`src/hw/rtl/aootc_pkg.sv`:
```
// types and constants shared by the averaged on/off temperature controller
`default_nettype none

package aootc_pkg;

  localparam int unsigned SAMPLE_W  = 10;
  localparam int unsigned CFG_W     = 16;
  localparam int unsigned TEMP_W    = 13;
  localparam int unsigned SUM_W     = 16;
  localparam int unsigned HOURS_W   = 7;
  localparam int unsigned MINUTES_W = 6;
  localparam int unsigned SECONDS_W = 6;

  // divide by ten as multiply by ceil(2^19 / 10), exact for any 16-bit sum
  localparam int unsigned DIV10_MUL   = 52429;
  localparam int unsigned DIV10_SHIFT = 19;
  localparam int unsigned PROD_W      = SUM_W + 17;

  localparam logic [SECONDS_W-1:0] LAST_SECOND = SECONDS_W'(59);
  localparam logic [MINUTES_W-1:0] LAST_MINUTE = MINUTES_W'(59);
  localparam logic [HOURS_W-1:0]   LAST_HOUR   = HOURS_W'(99);
  localparam logic [TEMP_W-1:0]    MAX_TEMP    = TEMP_W'(6553);

  typedef logic [1:0] cfg_index_t;

  localparam cfg_index_t REG_SENSOR_OFFSET      = 2'd0;
  localparam cfg_index_t REG_TARGET_TEMPERATURE = 2'd1;
  localparam cfg_index_t REG_HALTED             = 2'd2;

  typedef struct packed {
    logic [SAMPLE_W-1:0] raw_sample;
  } in_item_t;

  typedef struct packed {
    logic                 pump_on;
    logic                 heater_on;
    logic                 timer_active;
    logic [TEMP_W-1:0]    average_temperature;
    logic [HOURS_W-1:0]   elapsed_hours;
    logic [MINUTES_W-1:0] elapsed_minutes;
    logic [SECONDS_W-1:0] elapsed_seconds;
  } out_item_t;

endpackage

`default_nettype wire

```
`src/hw/rtl/aootc_if.sv`:
```
// valid/ready channel interfaces for samples and controller results
`default_nettype none

interface aootc_in_if;
  logic               valid;
  logic               ready;
  aootc_pkg::in_item_t data;

  modport source (output valid, output data, input ready);
  modport sink   (input valid, input data, output ready);
endinterface

interface aootc_out_if;
  logic                 valid;
  logic                 ready;
  aootc_pkg::out_item_t data;

  modport source (output valid, output data, input ready);
  modport sink   (input valid, input data, output ready);
endinterface

`default_nettype wire

```
`src/hw/rtl/averaged_on_off_temperature_controller.sv`:
```
// top level: sample averaging, on/off heater control and elapsed timer
// a sample passes the input register, the accumulate stage and the result register before its result is valid
// throughput: one sample per cycle while the output is not stalled, set by the accumulate register feedback
// every sample gives exactly one result; stages fill bubbles while the output stalls
// reset (rst_n low, synchronous) clears counts, sums, timer, heater and valids;
// after reset offset and setpoint are 0 and the block is halted
`default_nettype none

module averaged_on_off_temperature_controller #(
  parameter int unsigned SAMPLES_PER_AVERAGE = 10
) (
  input  wire                          clk,
  input  wire                          rst_n,
  aootc_in_if.sink                     in_if,
  aootc_out_if.source                  out_if,
  input  wire                          cfg_we,
  input  wire aootc_pkg::cfg_index_t   cfg_index,
  input  wire [aootc_pkg::CFG_W-1:0]   cfg_wdata
);

  localparam int unsigned CNT_W = $clog2(SAMPLES_PER_AVERAGE + 1);
  localparam logic [CNT_W-1:0] LAST_CNT = CNT_W'(SAMPLES_PER_AVERAGE - 1);

  // configuration registers
  logic [aootc_pkg::CFG_W-1:0] offset_r;
  logic [aootc_pkg::CFG_W-1:0] target_r;
  logic                        halted_r;

  always_ff @(posedge clk) begin
    if (!rst_n) begin
      offset_r <= '0;
      target_r <= '0;
      halted_r <= 1'b1;
    end else if (cfg_we) begin
      unique case (cfg_index)
        aootc_pkg::REG_SENSOR_OFFSET:      offset_r <= cfg_wdata;
        aootc_pkg::REG_TARGET_TEMPERATURE: target_r <= cfg_wdata;
        aootc_pkg::REG_HALTED:             halted_r <= cfg_wdata[0];
        default: ;
      endcase
    end
  end

  // stage handshake: a stage can load when empty or when its content moves on
  logic out_valid_r;
  logic s1_valid_r;
  logic s2_valid_r;
  logic out_free, s2_free, s1_free;

  assign out_free = !out_valid_r || out_if.ready;
  assign s2_free  = !s2_valid_r || out_free;
  assign s1_free  = !s1_valid_r || s2_free;
  assign in_if.ready = s1_free;

  logic s1_move, s2_move;
  assign s1_move = s1_valid_r && s2_free;
  assign s2_move = s2_valid_r && out_free;

  always_ff @(posedge clk) begin
    if (!rst_n) begin
      s1_valid_r  <= 1'b0;
      s2_valid_r  <= 1'b0;
      out_valid_r <= 1'b0;
    end else begin
      if (s1_free)  s1_valid_r  <= in_if.valid;
      if (s2_free)  s2_valid_r  <= s1_valid_r;
      if (out_free) out_valid_r <= s2_valid_r;
    end
  end

  // stage 1: input register
  logic [aootc_pkg::SAMPLE_W-1:0] s1_sample_r;

  always_ff @(posedge clk) begin
    if (s1_free && in_if.valid) begin
      s1_sample_r <= in_if.data.raw_sample;
    end
  end

  // stage 2: accumulate, wraps modulo 2^16
  logic [CNT_W-1:0]            cnt_r, cnt_nxt;
  logic [aootc_pkg::SUM_W-1:0] sum_r, sum_nxt;
  logic [aootc_pkg::SUM_W-1:0] acc;
  logic                        period_done;
  logic                        s2_done_r;
  logic [aootc_pkg::SUM_W-1:0] s2_sum_r;

  always_comb begin
    acc         = aootc_pkg::SUM_W'(s1_sample_r) - offset_r + sum_r;
    period_done = (cnt_r == LAST_CNT);
    cnt_nxt     = period_done ? '0 : cnt_r + CNT_W'(1);
    sum_nxt     = period_done ? '0 : acc;
  end

  always_ff @(posedge clk) begin
    if (!rst_n) begin
      cnt_r <= '0;
      sum_r <= '0;
    end else if (s1_move) begin
      cnt_r <= cnt_nxt;
      sum_r <= sum_nxt;
    end
  end

  always_ff @(posedge clk) begin
    if (s1_move) begin
      s2_done_r <= period_done;
      s2_sum_r  <= acc;
    end
  end

  // stage 3: divide by ten, heater decision, elapsed timer
  logic [aootc_pkg::TEMP_W-1:0]    held_r, held_nxt;
  logic                            heater_r, heater_nxt;
  logic [aootc_pkg::SECONDS_W-1:0] sec_r, sec_nxt;
  logic [aootc_pkg::MINUTES_W-1:0] min_r, min_nxt;
  logic [aootc_pkg::HOURS_W-1:0]   hr_r, hr_nxt;
  logic [aootc_pkg::PROD_W-1:0]    prod;
  logic [aootc_pkg::TEMP_W-1:0]    quotient;
  logic [aootc_pkg::CFG_W-1:0]     held_ext;

  always_comb begin
    prod     = aootc_pkg::PROD_W'(s2_sum_r) * aootc_pkg::PROD_W'(aootc_pkg::DIV10_MUL);
    quotient = prod[aootc_pkg::DIV10_SHIFT +: aootc_pkg::TEMP_W];
    held_nxt = s2_done_r ? quotient : held_r;
    held_ext = aootc_pkg::CFG_W'(held_nxt);
  end

  always_comb begin
    heater_nxt = heater_r;
    if (halted_r) begin
      heater_nxt = 1'b0;
    end else if (held_ext > target_r) begin
      heater_nxt = 1'b0;
    end else if (held_ext < target_r) begin
      heater_nxt = 1'b1;
    end
  end

  always_comb begin
    sec_nxt = sec_r;
    min_nxt = min_r;
    hr_nxt  = hr_r;
    if (!halted_r && s2_done_r) begin
      if (sec_r >= aootc_pkg::LAST_SECOND) begin
        sec_nxt = '0;
        if (min_r >= aootc_pkg::LAST_MINUTE) begin
          min_nxt = '0;
          hr_nxt  = (hr_r >= aootc_pkg::LAST_HOUR) ? '0 : hr_r + aootc_pkg::HOURS_W'(1);
        end else begin
          min_nxt = min_r + aootc_pkg::MINUTES_W'(1);
        end
      end else begin
        sec_nxt = sec_r + aootc_pkg::SECONDS_W'(1);
      end
    end
  end

  always_ff @(posedge clk) begin
    if (!rst_n) begin
      held_r   <= '0;
      heater_r <= 1'b0;
      sec_r    <= '0;
      min_r    <= '0;
      hr_r     <= '0;
    end else if (s2_move) begin
      held_r   <= held_nxt;
      heater_r <= heater_nxt;
      sec_r    <= sec_nxt;
      min_r    <= min_nxt;
      hr_r     <= hr_nxt;
    end
  end

  // result register
  aootc_pkg::out_item_t out_r;

  always_ff @(posedge clk) begin
    if (s2_move) begin
      out_r.pump_on             <= !halted_r;
      out_r.heater_on           <= heater_nxt;
      out_r.timer_active        <= !halted_r;
      out_r.average_temperature <= held_nxt;
      out_r.elapsed_hours       <= hr_nxt;
      out_r.elapsed_minutes     <= min_nxt;
      out_r.elapsed_seconds     <= sec_nxt;
    end
  end

  assign out_if.valid = out_valid_r;
  assign out_if.data  = out_r;

  // checks
  a_heater_needs_pump: assert property (@(posedge clk) disable iff (!rst_n)
    out_valid_r && !out_r.pump_on |-> !out_r.heater_on)
    else $error("heater on while pump is off");

  a_timer_range: assert property (@(posedge clk) disable iff (!rst_n)
    sec_r <= aootc_pkg::LAST_SECOND && min_r <= aootc_pkg::LAST_MINUTE &&
    hr_r <= aootc_pkg::LAST_HOUR)
    else $error("elapsed timer out of range");

  a_timer_frozen_halted: assert property (@(posedge clk) disable iff (!rst_n)
    halted_r |=> $stable(sec_r) && $stable(min_r) && $stable(hr_r))
    else $error("timer advanced while halted");

  a_count_range: assert property (@(posedge clk) disable iff (!rst_n)
    cnt_r <= LAST_CNT)
    else $error("sample count beyond averaging period");

  a_held_range: assert property (@(posedge clk) disable iff (!rst_n)
    held_r <= aootc_pkg::MAX_TEMP)
    else $error("averaged temperature out of range");

endmodule

`default_nettype wire

```
`src/flat_wrapper.sv`:
```
// flat-port wrapper written by rule: the top's interface ports become plain ports
module averaged_on_off_temperature_controller_flat 
#(
  parameter int unsigned SAMPLES_PER_AVERAGE = 10
)
  (clk, rst_n, cfg_we, cfg_index, cfg_wdata, in_if_valid, in_if_data, in_if_ready, out_if_valid, out_if_data, out_if_ready);
  aootc_in_if in_if_i ();
  aootc_out_if out_if_i ();
  input  wire clk;
  input  wire rst_n;
  input  wire cfg_we;
  input  wire aootc_pkg::cfg_index_t cfg_index;
  input  wire [aootc_pkg::CFG_W-1:0] cfg_wdata;
  input wire logic [$bits(in_if_i.valid)-1:0] in_if_valid;
  input wire logic [$bits(in_if_i.data)-1:0] in_if_data;
  output wire logic [$bits(in_if_i.ready)-1:0] in_if_ready;
  output wire logic [$bits(out_if_i.valid)-1:0] out_if_valid;
  output wire logic [$bits(out_if_i.data)-1:0] out_if_data;
  input wire logic [$bits(out_if_i.ready)-1:0] out_if_ready;
  assign in_if_i.valid = in_if_valid;
  assign in_if_i.data = in_if_data;
  assign in_if_ready = in_if_i.ready;
  assign out_if_valid = out_if_i.valid;
  assign out_if_data = out_if_i.data;
  assign out_if_i.ready = out_if_ready;
  averaged_on_off_temperature_controller #(.SAMPLES_PER_AVERAGE(SAMPLES_PER_AVERAGE)) u_core (.clk(clk), .rst_n(rst_n), .in_if(in_if_i), .out_if(out_if_i), .cfg_we(cfg_we), .cfg_index(cfg_index), .cfg_wdata(cfg_wdata));
endmodule
```
`config.mk`:
```
export PLATFORM = sky130hd
export DESIGN_NAME = averaged_on_off_temperature_controller_flat
export DESIGN_NICKNAME = d
export VERILOG_FILES = /design/src/hw/rtl/aootc_pkg.sv /design/src/hw/rtl/aootc_if.sv /design/src/hw/rtl/averaged_on_off_temperature_controller.sv /design/src/flat_wrapper.sv
export SDC_FILE = /design/constraint.sdc
export NUM_CORES = 1
export LEC_CHECK = 0
export BUFFER_PORTS_ARGS = -buffer_cell sky130_fd_sc_hd__buf_2
export CAP_MARGIN = 30
export CORE_MARGIN = 2
export CORE_UTILIZATION = 50
export CTS_CLUSTER_SIZE = 16
export DETAILED_ROUTE_END_ITERATION = 16
export PLACE_DENSITY_LB_ADDON = 0.08
export SLEW_MARGIN = 25
export SYNTH_ARGS = -nofsm -noshare
export SYNTH_HDL_FRONTEND = slang
export SYNTH_SLANG_ARGS = --single-unit
```
`constraint.sdc`:
```
create_clock -name clk -period 6.5 [get_ports clk]
set_input_delay 1.3 -clock clk [delete_from_list [all_inputs] [get_ports clk]]
set_output_delay 1.3 -clock clk [all_outputs]
set_load 0.03 [all_outputs]
```
==> impl_metrics.csv <==
group,metric,value,unit
clock_network,clk_pin_slew_worst_paths,0.07,ns
detailed_routing,antenna_left,0,
detailed_routing,first_pass_iters,5,
sta,rsz0062_at_grt,"true",
clock_network,cts_tree,"done",
detailed_routing,drc_errors,0,
die,start_util,0.5079,
grt,grt_use_total,0.2402,
run,drv_cap,0,
die,row_count,57,
final_layout,final_core_util,0.5998,
yosys,synth_edf_count,61,
grt,grt_first_pass_wirelength,48980,um
die,die_w,160.9,um
sta,hold_viol,0,
sta,slew_viol_final,0,
setup_path,required,6.67,ns
die,io_pins,70,
clock_network,clk_latency,0.43,ns
setup_path,crit_family,"adder cells",
clock_network,ctsRootBufferMaster,"clkbuf_16",
placed_design,dpl_cell_area,13510,sq um
final_layout,n_antenna_cell,0,
grt,antenna_found_initial,0,
setup_path,worstPathArrival,6.73,ns
placed_design,portBuffers,69,
clock_network,clock_path_buffers,2,
setup_path,slowest_stage,"fa_2",
yosys,postSynthAreaPerCell,9.274,sq um
sta,tightestPinTransition,0.8502,ns
yosys,ys_seq_elements,150,
yosys,yosysWarningCount,0,
placed_design,place_congestion,0.8853,
die,core-area,24250,sq um
yosys,synthFlopType,"dfxtp_1",
final_layout,area_growth,18.10,%
yosys,synthDistinctLibCells,75,
die,die_y,160.9,um
clock_network,htree_levels,4,
min_path,min_path_type,"flip-flop to flip-flop",
yosys,synth.top_cell.area_share,0.1697,
final_layout,postLayoutCellArea,14550,sq um
clock_network,cts_made_buffers,17,
detailed_routing,drtIter0Drc,601,
sta,fin_crit_sh,1.009,
detailed_routing,vias_per_cell,5.259,
sta,final.setup.tns,-0.06084,ns
setup_path,critical_path_buf_inv_count,4,
grt,overflow,0,
die,die-area,25900,sq um
clock_network,cts_sinks,150,
detailed_routing,drt_wl_total,29900,um
yosys,synthCells,1328,
yosys,synth-async-reset-ratio,0,
sta,slew_headroom,0.4320,
sta,skew,0.01898,ns
setup_path,end_kind,"flip-flop",
sta,setup_violations,1,
run_status,violations,"setup timing",
sta,final.min_clock_period,6.561,ns
sta,fin_ws,-0.06084,ns
yosys,synth.area.top_cells,"ha_1 (17%), edfxtp_1 (15%), fa_1 (15%)",
grt,grt_pass1_vias,9649,
final_layout,nets,1768,
yosys,yosys.area.top_type,"ha_1",
yosys,synth.cell_area,12320,sq um
setup_path,crit_type,"flip-flop to flip-flop",
clock_network,holdBufCountCts,0,
grt,grt_start_max_net_pins,52,
placed_design,dp_hpwl,23890,um
run_status,status,"finished, violations left",
setup_path,start_kind,"flip-flop",
setup_path,crit_fanout,4,
detailed_routing,wl_per_cell,16.47,um
setup_path,slowest_delay,0.57,ns
yosys,ys_seq_area_frac,0.2934,
yosys,syn-num-nets,1618,
sta,timing.fmax,0.1524,GHz
final_layout,drive_above_1_share,0.1784,
detailed_routing,via_count,9545,
placed cells by master, fill, tap and decap left out, drive strengths merged, types with 12 or more instances in the layout:
cell,Yosys,routed
nor2b,16,16
a21boi,30,30
a21o,23,23
dfxtp,89,89
nand3,25,25
buf,9,166
nand2,149,149
xnor2,20,20
or3,12,12
ha,167,167
clkbuf,26,17
fa,90,90
o21ai,56,56
nand4,14,14
edfxtp,61,61
inv,251,261
a21oi,67,67
nor2,53,53
nor3,18,18
cell families (layout without fill, tap and decap cells):
logic type,Yosys count,in the layout,synth area share
AND/OR/NAND/NOR,333,333,0.1289
buffers and inverters,289,452,0.08940
adder cells (fa/ha/maj),257,257,0.3160
AO/OA/AOI/OAI,254,254,0.1382
flip-flops,150,150,0.2934
XOR/XNOR,31,31,0.02205
multiplexers,14,14,0.01209
state kept, by name (all words and copies together), names as in the netlist:
signal / cells
u_core.out_if.data: 34
u_core.offset_r: 16
u_core.s2_sum_r: 16
u_core.sum_r: 16
u_core.target_r: 16
u_core.held_r: 13
u_core.s1_sample_r: 10
u_core.hr_r: 7
u_core.min_r: 6
u_core.sec_r: 6
u_core.cnt_r: 4
u_core.halted_r: 1
u_core.heater_r: 1
u_core.out_if.valid: 1
u_core.s1_valid_r: 1
u_core.s2_done_r: 1
u_core.s2_valid_r: 1
area by class of cell:
cell class                      count  area [sq um]
Multi-Input combinational cell    889          7919
Fill cell                        2155          9703
Clock inverter                     15         151.4
Timing Repair Buffer              166          1077
Clock buffer                       17         425.4
Inverter                          254         953.4
Tap cell                          324         405.4
Sequential cell                   150          3613
layer usage:
metal / wire length, um / part of all wire / track usage / vias up
li1: - / - / - / 4742
met1: 14010 / 0.47 / 0.3229 / 4583
met2: 14310 / 0.48 / 0.4091 / 186
met3: 1116 / 0.037 / 0.03977 / 34
met4: 460 / 0.015 / 0.05317 / 0
met5: 0 / 0 / 0 / -
path summary, 6_finish.rpt:
path	start	to	slack, ns	depth (start not counted)
max	u_core.s2_sum_r[7]$_DFFE_PP_	u_core.out_if.data[33]$_DFFE_PP_	-0.06	25
min	u_core.offset_r[13]$_SDFFE_PN0P_	u_core.offset_r[13]$_SDFFE_PN0P_	0.46	2
max reg2reg	u_core.s2_sum_r[7]$_DFFE_PP_	u_core.out_if.data[33]$_DFFE_PP_	-0.06	25
min reg2reg	u_core.offset_r[13]$_SDFFE_PN0P_	u_core.offset_r[13]$_SDFFE_PN0P_	0.46	2
per-stage QoR:
step	setup slack, ns	hold WS, ns	std cells
after floorplan	0.03221	0.4318	1328
after global routing	-0.3314	0.4855	1815
after detailed placement	-0.3029	0.4486	1763
after CTS	0.0004947	0.4579	1805
after global placement	-0.2581	0.4435	1762
final	-0.06084	0.4556	1815
synth_stat cells, types with 22 or more instances:
master	instances
nor2_1	53
fa_1	90
clkbuf_1	26
a21oi_1	64
a21o_1	22
a21boi_0	29
inv_1	251
o21ai_0	54
edfxtp_1	61
nand2_1	148
ha_1	167
nand3_1	25
dfxtp_1	89
what timing repair did:
item	4_1_cts	5_1_grt
setup buffers	10	9
endpoints found under the setup margin	2	2
pin swaps	28	28
resized for setup	34	20
worst reg2reg max path, cell delays in order (launching register included):
cell	delay [ns]
edfxtp_1	0.49
ha_4	0.32
inv_2	0.05
fa_2	0.57
inv_2	0.04
fa_1	0.54
fa_1	0.46
fa_1	0.53
inv_2	0.04
fa_1	0.51
inv_2	0.05
ha_4	0.28
nand4_1	0.18
nor2_2	0.20
o31ai_4	0.10
o31ai_4	0.31
a21oi_2	0.12
xnor2_1	0.15
mux2_4	0.29
ha_4	0.26
and4_1	0.20
nand3_2	0.08
a21oi_2	0.16
nand2_1	0.06
o211ai_1	0.22
o21ai_1	0.10
Power is left out: the tool's default activity adds up to more than one toggle a clock period on the data nets, which glitch-free logic cannot reach.
